`src/rtl/core/crgd_pkg.sv`:
```
`default_nettype none
package crgd_pkg;

    localparam int DATA_W = 32;
    localparam int CELL_W = 20;
    localparam int CNT_W  = $clog2(DATA_W);

    localparam int CELLS_PER_CLASS_DEF = 4096;
    localparam int INDEX_BITS_DEF      = 24;

    localparam logic [CELL_W-1:0] CELL_SIZE_RST      = 20'd9830;
    localparam logic [DATA_W-1:0] OBSTACLE_RANGE_RST = 32'd196608;
    localparam logic [DATA_W-1:0] FREE_RANGE_RST     = 32'd655360;

    // configuration register indexes
    localparam logic [1:0] CFG_CELL_SIZE      = 2'd0;
    localparam logic [1:0] CFG_OBSTACLE_RANGE = 2'd1;
    localparam logic [1:0] CFG_FREE_RANGE     = 2'd2;

    typedef enum logic [1:0] {
        KIND_OBST = 2'd0,
        KIND_FREE = 2'd1,
        KIND_END  = 2'd2
    } t_kind;

    // one classified point as it travels from front to back
    typedef struct packed {
        logic signed [DATA_W-1:0] x;
        logic signed [DATA_W-1:0] y;
        logic signed [DATA_W-1:0] z;
        logic                     ob;
        logic                     fr;
        logic                     grp;
        logic                     last;
    } t_pt;

endpackage
`default_nettype wire

```
`src/rtl/core/crgd_front.sv`:
```
`default_nettype none
module crgd_front #(
    parameter int INDEX_BITS = crgd_pkg::INDEX_BITS_DEF
) (
    input  wire                             i_clk,
    input  wire                             i_rst_n,
    input  wire                             i_valid,
    output logic                            o_ready,
    input  wire  [crgd_pkg::DATA_W-1:0]     i_x,
    input  wire  [crgd_pkg::DATA_W-1:0]     i_y,
    input  wire  [crgd_pkg::DATA_W-1:0]     i_z,
    input  wire  [crgd_pkg::DATA_W-1:0]     i_depth,
    input  wire                             i_ob,
    input  wire                             i_fr,
    input  wire                             i_last,
    input  wire  [crgd_pkg::CELL_W-1:0]     i_cell,
    input  wire  [crgd_pkg::DATA_W-1:0]     i_ob_range,
    input  wire  [crgd_pkg::DATA_W-1:0]     i_fr_range,
    output logic                            o_valid,
    input  wire                             i_ready,
    output crgd_pkg::t_pt                   o_pt,
    output logic [2*INDEX_BITS-1:0]         o_key
);

    localparam int DW = crgd_pkg::DATA_W;
    localparam int CW = crgd_pkg::CELL_W;
    localparam logic signed [DW+1:0] IMAX = (34'sd1 <<< (INDEX_BITS - 1)) - 34'sd1;
    localparam logic signed [DW+1:0] IMIN = -IMAX - 34'sd1;

    typedef enum logic [2:0] {
        F_IDLE = 3'b001,
        F_DIV  = 3'b010,
        F_OUT  = 3'b100
    } t_fstate;

    t_fstate                       r_state;
    crgd_pkg::t_pt                 r_pt;
    logic [DW-1:0]                 r_xm, r_ym;
    logic [CW-1:0]                 r_xr, r_yr;
    logic                          r_xn, r_yn;
    logic [CW-1:0]                 r_div;
    logic [crgd_pkg::CNT_W-1:0]    r_cnt;

    logic [CW:0]                   w_xt, w_yt;
    logic                          w_xge, w_yge;

    function automatic logic [INDEX_BITS-1:0] floor_sat(
        input logic [DW-1:0] q,
        input logic          neg,
        input logic          remnz
    );
        logic signed [DW+1:0] v;
        v = neg ? (-$signed({2'b00, q}) - $signed({{(DW+1){1'b0}}, remnz}))
                : $signed({2'b00, q});
        if (v > IMAX) begin
            v = IMAX;
        end else if (v < IMIN) begin
            v = IMIN;
        end
        return v[INDEX_BITS-1:0];
    endfunction

    // one restoring step per cycle for x and y
    assign w_xt  = {r_xr, r_xm[DW-1]};
    assign w_yt  = {r_yr, r_ym[DW-1]};
    assign w_xge = w_xt >= {1'b0, r_div};
    assign w_yge = w_yt >= {1'b0, r_div};

    assign o_ready = r_state == F_IDLE;
    assign o_valid = r_state == F_OUT;
    assign o_pt    = r_pt;
    assign o_key   = r_pt.grp ? {floor_sat(r_xm, r_xn, r_xr != '0),
                                 floor_sat(r_ym, r_yn, r_yr != '0)} : '0;

    always_ff @(posedge i_clk) begin
        if (!i_rst_n) begin
            r_state <= F_IDLE;
        end else begin
            unique case (r_state)
                F_IDLE: begin
                    if (i_valid) begin
                        r_pt.x    <= i_x;
                        r_pt.y    <= i_y;
                        r_pt.z    <= i_z;
                        r_pt.ob   <= i_ob & (i_depth <= i_ob_range);
                        r_pt.fr   <= i_fr & (i_depth <= i_fr_range);
                        r_pt.grp  <= i_cell != '0;
                        r_pt.last <= i_last;
                        r_xn      <= i_x[DW-1];
                        r_yn      <= i_y[DW-1];
                        r_xm      <= i_x[DW-1] ? DW'(-i_x) : i_x;
                        r_ym      <= i_y[DW-1] ? DW'(-i_y) : i_y;
                        r_xr      <= '0;
                        r_yr      <= '0;
                        r_div     <= i_cell;
                        r_cnt     <= '0;
                        r_state   <= (i_cell != '0) ? F_DIV : F_OUT;
                    end
                end
                F_DIV: begin
                    r_xm  <= {r_xm[DW-2:0], w_xge};
                    r_ym  <= {r_ym[DW-2:0], w_yge};
                    r_xr  <= w_xge ? CW'(w_xt - {1'b0, r_div}) : w_xt[CW-1:0];
                    r_yr  <= w_yge ? CW'(w_yt - {1'b0, r_div}) : w_yt[CW-1:0];
                    r_cnt <= r_cnt + 1'b1;
                    if (r_cnt == crgd_pkg::CNT_W'(DW - 1)) begin
                        r_state <= F_OUT;
                    end
                end
                F_OUT: begin
                    if (i_ready) begin
                        r_state <= F_IDLE;
                    end
                end
                default: r_state <= F_IDLE;
            endcase
        end
    end

endmodule
`default_nettype wire

```
`config.mk`:
```
export PLATFORM = sky130hd
export DESIGN_NAME = crgd_front
export DESIGN_NICKNAME = d
export VERILOG_FILES = /design/src/rtl/core/crgd_pkg.sv /design/src/rtl/core/crgd_front.sv
export SDC_FILE = /design/constraint.sdc
export NUM_CORES = 1
export LEC_CHECK = 0
export ABC_AREA = 1
export BUFFER_PORTS_ARGS = -buffer_cell sky130_fd_sc_hd__buf_2
export CAP_MARGIN = 20
export CORE_MARGIN = 1.5
export CORE_UTILIZATION = 58
export CTS_CLUSTER_DIAMETER = 40
export DETAILED_ROUTE_END_ITERATION = 6
export PLACE_DENSITY = 0.81
export SYNTH_ARGS = -nofsm -noshare
export SYNTH_HDL_FRONTEND = slang
export SYNTH_SLANG_ARGS = --single-unit
```
`constraint.sdc`:
```
create_clock -name i_clk -period 9.7 [get_ports i_clk]
set_input_delay 1.94 -clock i_clk [delete_from_list [all_inputs] [get_ports i_clk]]
set_output_delay 1.94 -clock i_clk [all_outputs]
set_load 0.02 [all_outputs]
```
==> flow_summary.toml <==
[synthesis]
synth_edf_count = 229
netlist_instances = 2757
yosysWarnings = 0
yosysMostFrequentCell = "nand2_1"
synthArstFlopShare = 0
syn_avg_cell_area_um2 = 7.24
synth-seq-cells = 232
seq_area_frac_synth = 0.347
yosys.cell_types.count = 58
synth.top_cells.by_count = "nand2_1, inv_1, edfxtp_1"
yosys.area.top_type = "edfxtp_1"
synth_flop_cell = "edfxtp_1"
synth_top_area_frac = 0.344
syn-num-nets = 3156
syn_area_um2 = 20000
synth.area.top_cells = "edfxtp_1, nand2_1, ha_1"

[critical_path]
r2r_slack_ns = 6.03
cp_top_family = "simple AND/OR/NAND/NOR gates"
rr_worst_depth = 12
critPathMaxFanout = 23
cp_cell_sequence = "nor4_1, nand2_1, nor4_1, ha_1, ha_1, inv_1, ha_1, inv_1, nand3_1, nand3_1, nand2_1, nand2_1, nand2_1, nand4_1, nand3_1, nand2_1, nand3_1, nor2_1, nand3_1, nand2_2, a21oi_1, buf_2"
crit_buf_inv = 3
critPathKind = "reg2out"
end_kind = "primary output"
cpMaxStageDelayCell = "nor4_1"
crit_path_start_kind = "register"
r2r-start = "r_xm[31]"
critPathRequiredTime_ns = 7.76
cp.arrival_ns = 5.03
cp_slowest_stage_delay_ns = 0.78
r2r-end = "r_xr[8]"

[die]
rows = 67
coreArea_um2 = 33700
die-area_um2 = 35500
io_pins = 369
die_w_um = 189
initial_core_util = 0.592
die_h_um = 189

[clock_network]
ctsHoldBuffers = 0
htree_levels = 1
cts_tree = "done"
cts_buffer_depth = 3
clk-insertion-delay-late_ns = 0.54
post_cts_buffers = 0
cts_buffers = 27
cts_resized = 0
clkTransAtPathRegs_ns = 0.06
cts_sinks = 232
cts_root_buf = "clkbuf_16"

[drt]
drt_iter0_drc = 2011
wl_mm = 63.1
ant_nets = 0
drc_errors = 0
vias_per_cell = 5.60
wl_per_cell_um = 17.7
dr.pass1.iters = 6
num_vias = 20000

[placement]
place.detailed.hpwl_mm = 51.1
place_ws_ns = 3.42
port_buffers = 368
place_congestion = 1.00

[timing]
final.setup_skew_ns = 0.0193
report.final.hold_viol_count = 0
worst_slack_ns = 2.73
clock.fmax_mhz = 143
timing.slew.headroom = 0.259
setup-violations-final = 0
tightest_slew_ns = 1.11
fin_tns_setup_ns = 0
min_period_ns = 6.97
layout_worst_path_cycle_share = 0.718
rsz0062_at_grt = "false"
maxSlewViolCount = 0

[global_routing]
gr-usage-all-layers = 0.348
grt_pass1_vias = 19000
grt_pass1_wl_mm = 98.3
grt_max_degree = 99
grt_overflow = 0
antenna_found_initial = 5

[pwr]
power-per-cell-area_nw_per_um2 = 209
peakVddDrop_mv = 0.192
p_leak_uw = 0.0114

[finish]
fin_nets = 3501
area_growth_pct = 15.3
drive_gt1_frac = 0.167

[status]
status = "finished clean"

[worst_hold_path]
hp-start = "r_ym[1]"
hold_depth = 2
worstHoldPathType = "reg2reg"
whs_endpoint = "r_ym[2]"

[run]
cap_violations = 0
-- sequential cells by signal, indices dropped and copies added, names as in the netlist --
register,cells
r_xm,32
r_xr,20
r_state,3
r_cnt,5
r_div,20
r_yr,20
r_ym,32
o_pt,100
-- logic make-up after synthesis --
kind of cell,synth area share
fa+ha+maj,0.114
simple gates,0.270
compound gates,0.130
flops,0.347
xor+xnor,0.0338
buf+inv,0.105
-- worst max path at each step --
stage                  start  cells past startpoint  slack [ns]         to
finish              r_xr[15]                     22        2.73  o_key[24]
global route        r_xr[15]                     22        2.46  o_key[26]
CTS                  r_xr[3]                     21        2.82  o_key[24]
detailed placement   r_xr[3]                     21        3.42  o_key[24]
global placement     r_xr[3]                     21        3.44  o_key[26]
floorplan            i_rst_n                      2        1.83   r_cnt[0]
-- area by class of cell --
type	count	area [µm²]
inverter	479	1800
fill	2984	10700
clock inverter	19	198
sequential	232	6940
timing repair buffer	375	1890
tap	448	561
multi-input combinational	1987	10900
antenna	4	10.0
clock buffer	29	683
-- worst register-to-register path, stage by stage (launching register included) --
cell	delay, ns
edfxtp_1	0.53
inv_1	0.27
ha_1	0.23
inv_1	0.05
nand3_1	0.06
nand3_1	0.13
inv_1	0.14
o221ai_1	0.19
nand2_1	0.11
nand3b_2	0.47
nor2_1	1.04
nand2_1	0.10
o21ai_0	0.15
-- report_power, final --
group	total [µW]	switching, µW	internal, µW
sequential	1460	122	1340
combinational	2350	1600	748
clock	1000	428	575
total	4820	2150	2670
-- layout by cell type (no fill, tap or decap), drive strengths merged, types with 22 or more instances in the layout --
| cell type | n |
|---|---|
| nand2 | 794 |
| inv | 485 |
| buf | 375 |
| edfxtp | 229 |
| nor2 | 206 |
| o21ai | 202 |
| a21oi | 183 |
| ha | 178 |
| nand3 | 130 |
| xor2 | 40 |
| xnor2 | 37 |
| nand4 | 36 |
| nor3 | 32 |
| clkbuf | 29 |
| or2 | 26 |
| a31oi | 22 |
-- metal layers --
metal / track usage / routed length (µm)
met4: 0.153 / 2740
met5: 0 / 0
met2: 0.581 / 29300
met1: 0.456 / 26200
met3: 0.0391 / 4850
-- per-stage QoR --
stage	power, µW	hold WS [ns]	util	instances	area [µm²]
6_report	4820	0.568	0.683	3573	23000
5_1_grt	5130	0.606	0.683	3573	23000
4_1_cts	4780	0.571	0.683	3569	23000
3_5_place_dp	3770	0.554	0.657	3521	22100
3_3_place_gp	3730	0.544	0.657	3521	22100
2_1_floorplan	3130	0.525	-	2757	20000
Note: power is estimated with default switching activity, not from simulation.
