<file path="config.mk">
export PLATFORM = sky130hd
export DESIGN_NAME = crgd_fifo
export DESIGN_NICKNAME = d
export VERILOG_FILES = /design/src/rtl/core/crgd_fifo.sv
export SDC_FILE = /design/constraint.sdc
export NUM_CORES = 1
export LEC_CHECK = 0
export ABC_AREA = 1
export BUFFER_PORTS_ARGS = -buffer_cell sky130_fd_sc_hd__buf_4
export CAP_MARGIN = 20
export CELL_PAD_IN_SITES_DETAIL_PLACEMENT = 1
export CELL_PAD_IN_SITES_GLOBAL_PLACEMENT = 1
export CORE_ASPECT_RATIO = 1.2
export CORE_MARGIN = 8
export CORE_UTILIZATION = 43
export CTS_BUF_LIST = sky130_fd_sc_hd__clkbuf_16
export CTS_CLUSTER_DIAMETER = 100
export CTS_CLUSTER_SIZE = 10
export DETAILED_ROUTE_END_ITERATION = 10
export GPL_ROUTABILITY_DRIVEN = 0
export PLACE_DENSITY = 0.81
export SLEW_MARGIN = 10
export SYNTH_ARGS = -nofsm -noshare
export SYNTH_HDL_FRONTEND = slang
export SYNTH_SLANG_ARGS = --single-unit
export TNS_END_PERCENT = 20
</file>
<file path="constraint.sdc">
create_clock -name i_clk -period 4.3 [get_ports i_clk]
set_clock_uncertainty 0.1 [all_clocks]
set_input_delay 0.43 -clock i_clk [delete_from_list [all_inputs] [get_ports i_clk]]
set_output_delay 0.43 -clock i_clk [all_outputs]
set_load 0.05 [all_outputs]
</file>
<file path="src/rtl/core/crgd_fifo.sv">
`default_nettype none
module crgd_fifo #(
    parameter int WIDTH = 8
) (
    input  wire              i_clk,
    input  wire              i_rst_n,
    input  wire              i_wvalid,
    output logic             o_wready,
    input  wire  [WIDTH-1:0] i_wdata,
    output logic             o_rvalid,
    input  wire              i_rready,
    output logic [WIDTH-1:0] o_rdata
);

    logic [WIDTH-1:0] r_mem [2];
    logic             r_wp, r_rp;
    logic [1:0]       r_cnt;
    logic             w_push, w_pop;

    assign o_wready = r_cnt != 2'd2;
    assign o_rvalid = r_cnt != 2'd0;
    assign o_rdata  = r_mem[r_rp];
    assign w_push   = i_wvalid & o_wready;
    assign w_pop    = i_rready & o_rvalid;

    always_ff @(posedge i_clk) begin
        if (w_push) begin
            r_mem[r_wp] <= i_wdata;
        end
    end

    always_ff @(posedge i_clk) begin
        if (!i_rst_n) begin
            r_wp  <= 1'b0;
            r_rp  <= 1'b0;
            r_cnt <= 2'd0;
        end else begin
            if (w_push) begin
                r_wp <= ~r_wp;
            end
            if (w_pop) begin
                r_rp <= ~r_rp;
            end
            r_cnt <= r_cnt + {1'b0, w_push} - {1'b0, w_pop};
        end
    end

endmodule
`default_nettype wire

</file>
==> results.yml, run 1 <==
worst_setup_path:
  critPathKind: "flip-flop to output pin"
  cp_cell_sequence: "mux2_4 -> buf_4"
  reg2reg_slack_ps: 2660
  cp_slowest_cell: "dfxtp_1"
  cp_data_arrival_time_ps: 1400
  crit_family: "flip-flops"
  r2r-end: "r_mem[0][4]"
  cp_num_cells: 2
  slowest_delay_ps: 610
  ff2ff_path_depth: 4
  cp_max_fo: 8
  critPathRequiredTime_ps: 3770
  critPathBufInv: 1
  r2r_start: "r_cnt[0]"
  start_kind: "flip-flop"
  crit_path_end_kind: "output pin"
clock_network:
  cts_resized: 0
  cts_setup_buffers: 0
  worstSkewPairLatency_ps: 250
  cts_tree: "done"
  cts.clk_slew.worst_paths_ps: 50
  cts_buffers: 3
  cts_root_buf: "clkbuf_16"
  holdBufCountCts: 0
  cts.sinks: 21
  clk_path_buf_depth: 2
  ctsHtreeMaxLevel: 1
sta:
  fin_crit_sh_pct: 44.8
  worst_slew_pin_slew_ps: 685
  slew_headroom_pct: 54.1
  maxSlewViolCount: 0
  final_hold_viol_count: 0
  post-route-min-period_ps: 1930
  timing.setup.tns_ps: 0
  rsz0062_at_grt: "no"
  max_freq_ghz: 0.519
  setup_viol: 0
power:
  p_leak_uw: 0.000493
  power_density_nw_per_um2: 707
  peakVddDrop_mv: 0.433
  finalPower_uw: 793
yosys:
  synth_cells: 61
  avgSynthCellArea_sq_um: 14.3
  synth.area.top_cells: "edfxtp_1 55%, mux2_4 14%, dfxtp_1 11%"
  synth_seq_cells: 21
  yosysMostFrequentCell: "edfxtp_1"
  async_flop_share_pct: 0
  ys_seq_area_share_pct: 66.6
  yosysUniqueCellTypes: 14
  synth_top_cell_by_area: "edfxtp_1"
  synth_common_cells: "16 x edfxtp_1, 8 x mux2_4, 7 x inv_1, 7 x nand2_1, 6 x nor2_1"
  syn_nets: 75
  synth_area_sq_um: 872
  synth_flop_cell: "edfxtp_1"
  synth_edf_count: 16
  synth_top_area_share_pct: 55.1
  yosys_warnings: 0
routing:
  wl_um: 1520
  dr.pass1.iters: 2
  vias: 522
  ant_nets: 0
  post_drt_wl_per_cell_um: 14.4
  drtIter0Drc: 4
  via_per_inst: 4.97
  drc: 0
worst_hold_path:
  min_path_cells: 1
  whs_endpoint: "r_mem[1][2]"
  worstHoldStart: "i_wdata[2]"
  hp-class: "input port to flip-flop"
place:
  dp_hpwl_um: 1240
  postPlaceCellArea_sq_um: 1040
  io_buffers: 21
finish:
  diodes: 0
  design_area_sq_um: 1120
  fillers: 198
  final_util_pct: 56.6
  drive_gt1_share_pct: 43.5
  num-nets-final: 100
  syn_to_final_growth_pct: 28.7
die:
  dieArea_sq_um: 3730
  die_x_um: 57.1
  io_pins: 22
  die_h_um: 65.3
  initial_core_util_pct: 44.0
  num_rows: 18
  core-area_sq_um: 1980
global_routing:
  track_usage_pct: 8.35
  grt_max_degree: 12
  grt_pass1_wl_um: 2460
  grt_pass1_vias: 567
  antenna_found_initial: 0
  grt-ovfl-total: 0
run:
  maxCapViolations: 0
run_status:
  outcome: "complete, no violations"
layout make-up:
class / count / area [sq um] / share of cell area, %
sequential: 21 / 581 / 51.7
multi-input combinational: 32 / 254 / 22.6
timing repair buffer: 21 / 158 / 14.0
clock buffer: 3 / 75.1 / 6.69
inverter: 7 / 26.3 / 2.34
tap: 20 / 25.0 / 2.23
clock inverter: 1 / 3.75 / 0.334
how the worst max path moves through the flow:
stage	start	end	slack, ps
floorplan	r_cnt[0]	r_cnt[1]	2560
global placement	flip-flop	o_rdata[4]	2640
finish	flip-flop	o_rdata[5]	2370
CTS	flip-flop	o_rdata[5]	2340
global route	flip-flop	o_rdata[0]	2310
detailed placement	i_rready	r_cnt[1]	2610
flip-flops by register name (all words and copies together) (netlist names), named ones only:
signal,count
r_wp,1
r_mem,16
r_rp,1
r_cnt,2
cell usage in the layout (no fill, tap or decap), types with 2 or more instances in the layout:
cell type,n
a21oi_1,2
buf_4,21
clkbuf_16,3
dfxtp_1,5
edfxtp_1,16
ha_1,2
inv_1,8
mux2_4,8
nand2_1,7
nand2_2,2
nand3_1,2
nor2_1,6
per-layer routing:
metal | wire length, um | global-route usage, % | vias up | share of wire (%)
li1 | - | - | 256 | -
met1 | 627 | 9.53 | 247 | 41
met2 | 761 | 13.3 | 17 | 50
met3 | 119 | 4.82 | 2 | 7.9
met4 | 7 | 1.76 | 0 | 0.46
met5 | 0 | 0 | - | 0
power by group:
| part | leakage [uW] | switching, uW | internal [uW] | total (uW) |
|---|---|---|---|---|
| registers | 0.000191 | 28.8 | 261 | 290 |
| clock network | 0.0000423 | 62.5 | 124 | 186 |
| logic | 0.000260 | 202 | 115 | 317 |
| total | 0.000493 | 293 | 500 | 793 |
worst reg2reg max path: stages, from the launching register on:
cell and delay (ps):
dfxtp_1 360, inv_1 90, nand2_2 110, nand2_1 80
nor2_1 530
metrics by stage:
stage	hold WS [ps]	instances	worst slack, ps
floorplan	367	61	2560
global placement	386	101	2640
detailed placement	409	101	2610
CTS	261	105	2340
global route	259	105	2310
finish	266	105	2370
kinds of logic (layout without fill, tap and decap cells):
family	count (synthesis)	count (layout)	synth area share, %
DFF	21	21	66.6
and+or+nand+nor	20	20	11.3
muxes	8	8	13.8
buffers and inverters	8	32	4.30
adders and majority gates	2	2	2.87
AOI/OAI and AO/OA	2	2	1.15
No activity file was read; power rests on OpenSTA's default activity.
==> inputs of run 2 (changes only) <==
CORE_UTILIZATION = 40   (was 43)
PLACE_DENSITY = 0.76   (was 0.81)
clock period = 1.9 ns   (was 4.3 ns; I/O delays follow)
==> run 2 against run 1 <==
  * Power is 130% higher
  * Global-route usage is 0.81 points higher
  * Die area is 5.5% higher
  * Critical path depth stayed put
  * Worst setup slack worse by 2200 ps
  * Sequential cell count stayed put
  * Via count is 0.96% higher
  * Final area is 1.8% higher
  * Sequential power is 130% higher
  * Utilization is 1.5 points lower
  * Combinational power is 130% higher
  * Critical path type unchanged
  * Largest cell class unchanged
  * Largest power group unchanged
  * Highest routed layer unchanged
==> results.yml, run 2 (synthesis gave the netlist of run 1 again) <==
die:
  die_x_um: 58.6
  core-area_sq_um: 2070
  dieArea_sq_um: 3940
  num_rows: 18
  initial_core_util_pct: 42.1
  io_pins: 22
  die_h_um: 67.2
sta:
  rsz0062_at_grt: "no"
  timing.setup.tns_ps: 0
  fin_crit_sh_pct: 91.1
  worst_slew_pin_slew_ps: 513
  maxSlewViolCount: 0
  final_hold_viol_count: 0
  setup_viol: 0
  max_freq_ghz: 0.578
  post-route-min-period_ps: 1730
  slew_headroom_pct: 65.7
routing:
  vias: 527
  ant_nets: 0
  post_drt_wl_per_cell_um: 14.4
  wl_um: 1670
  drc: 0
  drtIter0Drc: 4
  via_per_inst: 4.54
  dr.pass1.iters: 4
clock_network:
  ctsHtreeMaxLevel: 1
  cts.sinks: 21
  clk_path_buf_depth: 2
  cts_buffers: 3
  cts_tree: "done"
  cts_setup_buffers: 0
  cts.clk_slew.worst_paths_ps: 50
  cts_root_buf: "clkbuf_16"
  cts_resized: 0
  holdBufCountCts: 0
  worstSkewPairLatency_ps: 250
power:
  clkPwrFrac_pct: 23.6
  power_density_nw_per_um2: 1600
  p_comb_share_pct: 40.3
  swShare_pct: 37.6
  p_leak_uw: 0.000498
  peakVddDrop_mv: 0.848
  p_seq_share_pct: 36.2
  p_switching_uw: 686
  finalPower_uw: 1820
  internal_power_uw: 1140
finish:
  largest-register: "r_mem"
  final_cell_mix: "22 x buf_4, 16 x edfxtp_1, 8 x inv_1, 8 x mux2_4, 7 x nand2_1"
  top_regs: "r_mem (16), r_cnt (2)"
  final_common_cell: "buf_4"
  drive_gt1_share_pct: 44.2
  diodes: 0
  num-nets-final: 101
  largest_reg_flops: 16
  final_util_pct: 55.1
  syn_to_final_growth_pct: 31.0
  fillers: 227
worst_setup_path:
  critPathKind: "flip-flop to output pin"
  cp_data_arrival_time_ps: 1440
  cp_slowest_cell: "dfxtp_1"
  ff2ff_path_depth: 10
  crit_family: "flip-flops"
  cp_cell_sequence: "mux2_4 -> buf_4"
  cp_max_fo: 8
  critPathRequiredTime_ps: 1610
  cp_num_cells: 2
  crit_path_end_kind: "output pin"
  critPathBufInv: 1
  slowest_delay_ps: 640
  start_kind: "flip-flop"
worst_hold_path:
  min_path_cells: 1
  hp-class: "input port to flip-flop"
global_routing:
  antenna_found_initial: 0
  grt_max_degree: 12
  grt-ovfl-total: 0
  track_usage_pct: 9.16
  grt_pass1_wl_um: 2590
  grt_pass1_vias: 547
place:
  dp_hpwl_um: 1240
  io_buffers: 21
run:
  maxCapViolations: 0
run_status:
  outcome: "complete, no violations"
-- run 2: worst paths after layout --
path	start	to	slack [ps]
worst max-delay path	flip-flop	o_rdata[5]	170
worst min-delay path	i_wdata[5]	r_mem[0][5]	20
worst max register to register	r_cnt[0]	r_cnt[1]	260
worst min register to register	r_rp	flip-flop	410
-- run 2: worst reg2reg max path: stages (launching register included) --
cell and delay, ps:
dfxtp_1 360, inv_1 90, nand2_2 100, nand2_1 80
ha_1 280, inv_1 40, ha_1 180, inv_1 60
nand2_1 70, a21oi_1 130, nor2_1 60
-- run 2: cell type report --
cell class / count / area, sq um / share of cell area, %
Clock buffer: 3 / 75.1 / 6.57
Tap cell: 30 / 37.5 / 3.29
Clock inverter: 1 / 3.75 / 0.329
Inverter: 7 / 26.3 / 2.30
Timing Repair Buffer: 22 / 165 / 14.5
Multi-Input combinational cell: 32 / 254 / 22.2
Sequential cell: 21 / 581 / 50.8
-- run 2: metrics by stage --
| step | instances | cell area [sq um] | hold WS [ps] | setup WS, ps |
|---|---|---|---|---|
| 6_report | 116 | 1140 | 23.4 | 169 |
| 5_1_grt | 116 | 1140 | 17.4 | 103 |
| 4_1_cts | 116 | 1140 | 19.7 | 161 |
| 3_5_place_dp | 112 | 1060 | 281 | 252 |
| 3_3_place_gp | 112 | 1060 | 275 | 313 |
| 2_1_floorplan | 61 | 872 | 183 | 162 |
-- run 2: layer usage --
metal  track usage, %  vias to the layer above  wire [um]
met3             3.80                        5        123
met4             7.19                        0         45
met1             8.83                      244        683
met5                0                        -          0
li1                 -                      261          -
met2             15.3                       17        820
-- run 2: power by group through the flow --
stage	combinational (uW)	clock, uW	sequential, uW
final	735	430	659
after global routing	780	456	668
after CTS	743	436	661
after detailed placement	739	0	669
after global placement	717	0	665
after floorplan	580	0	633
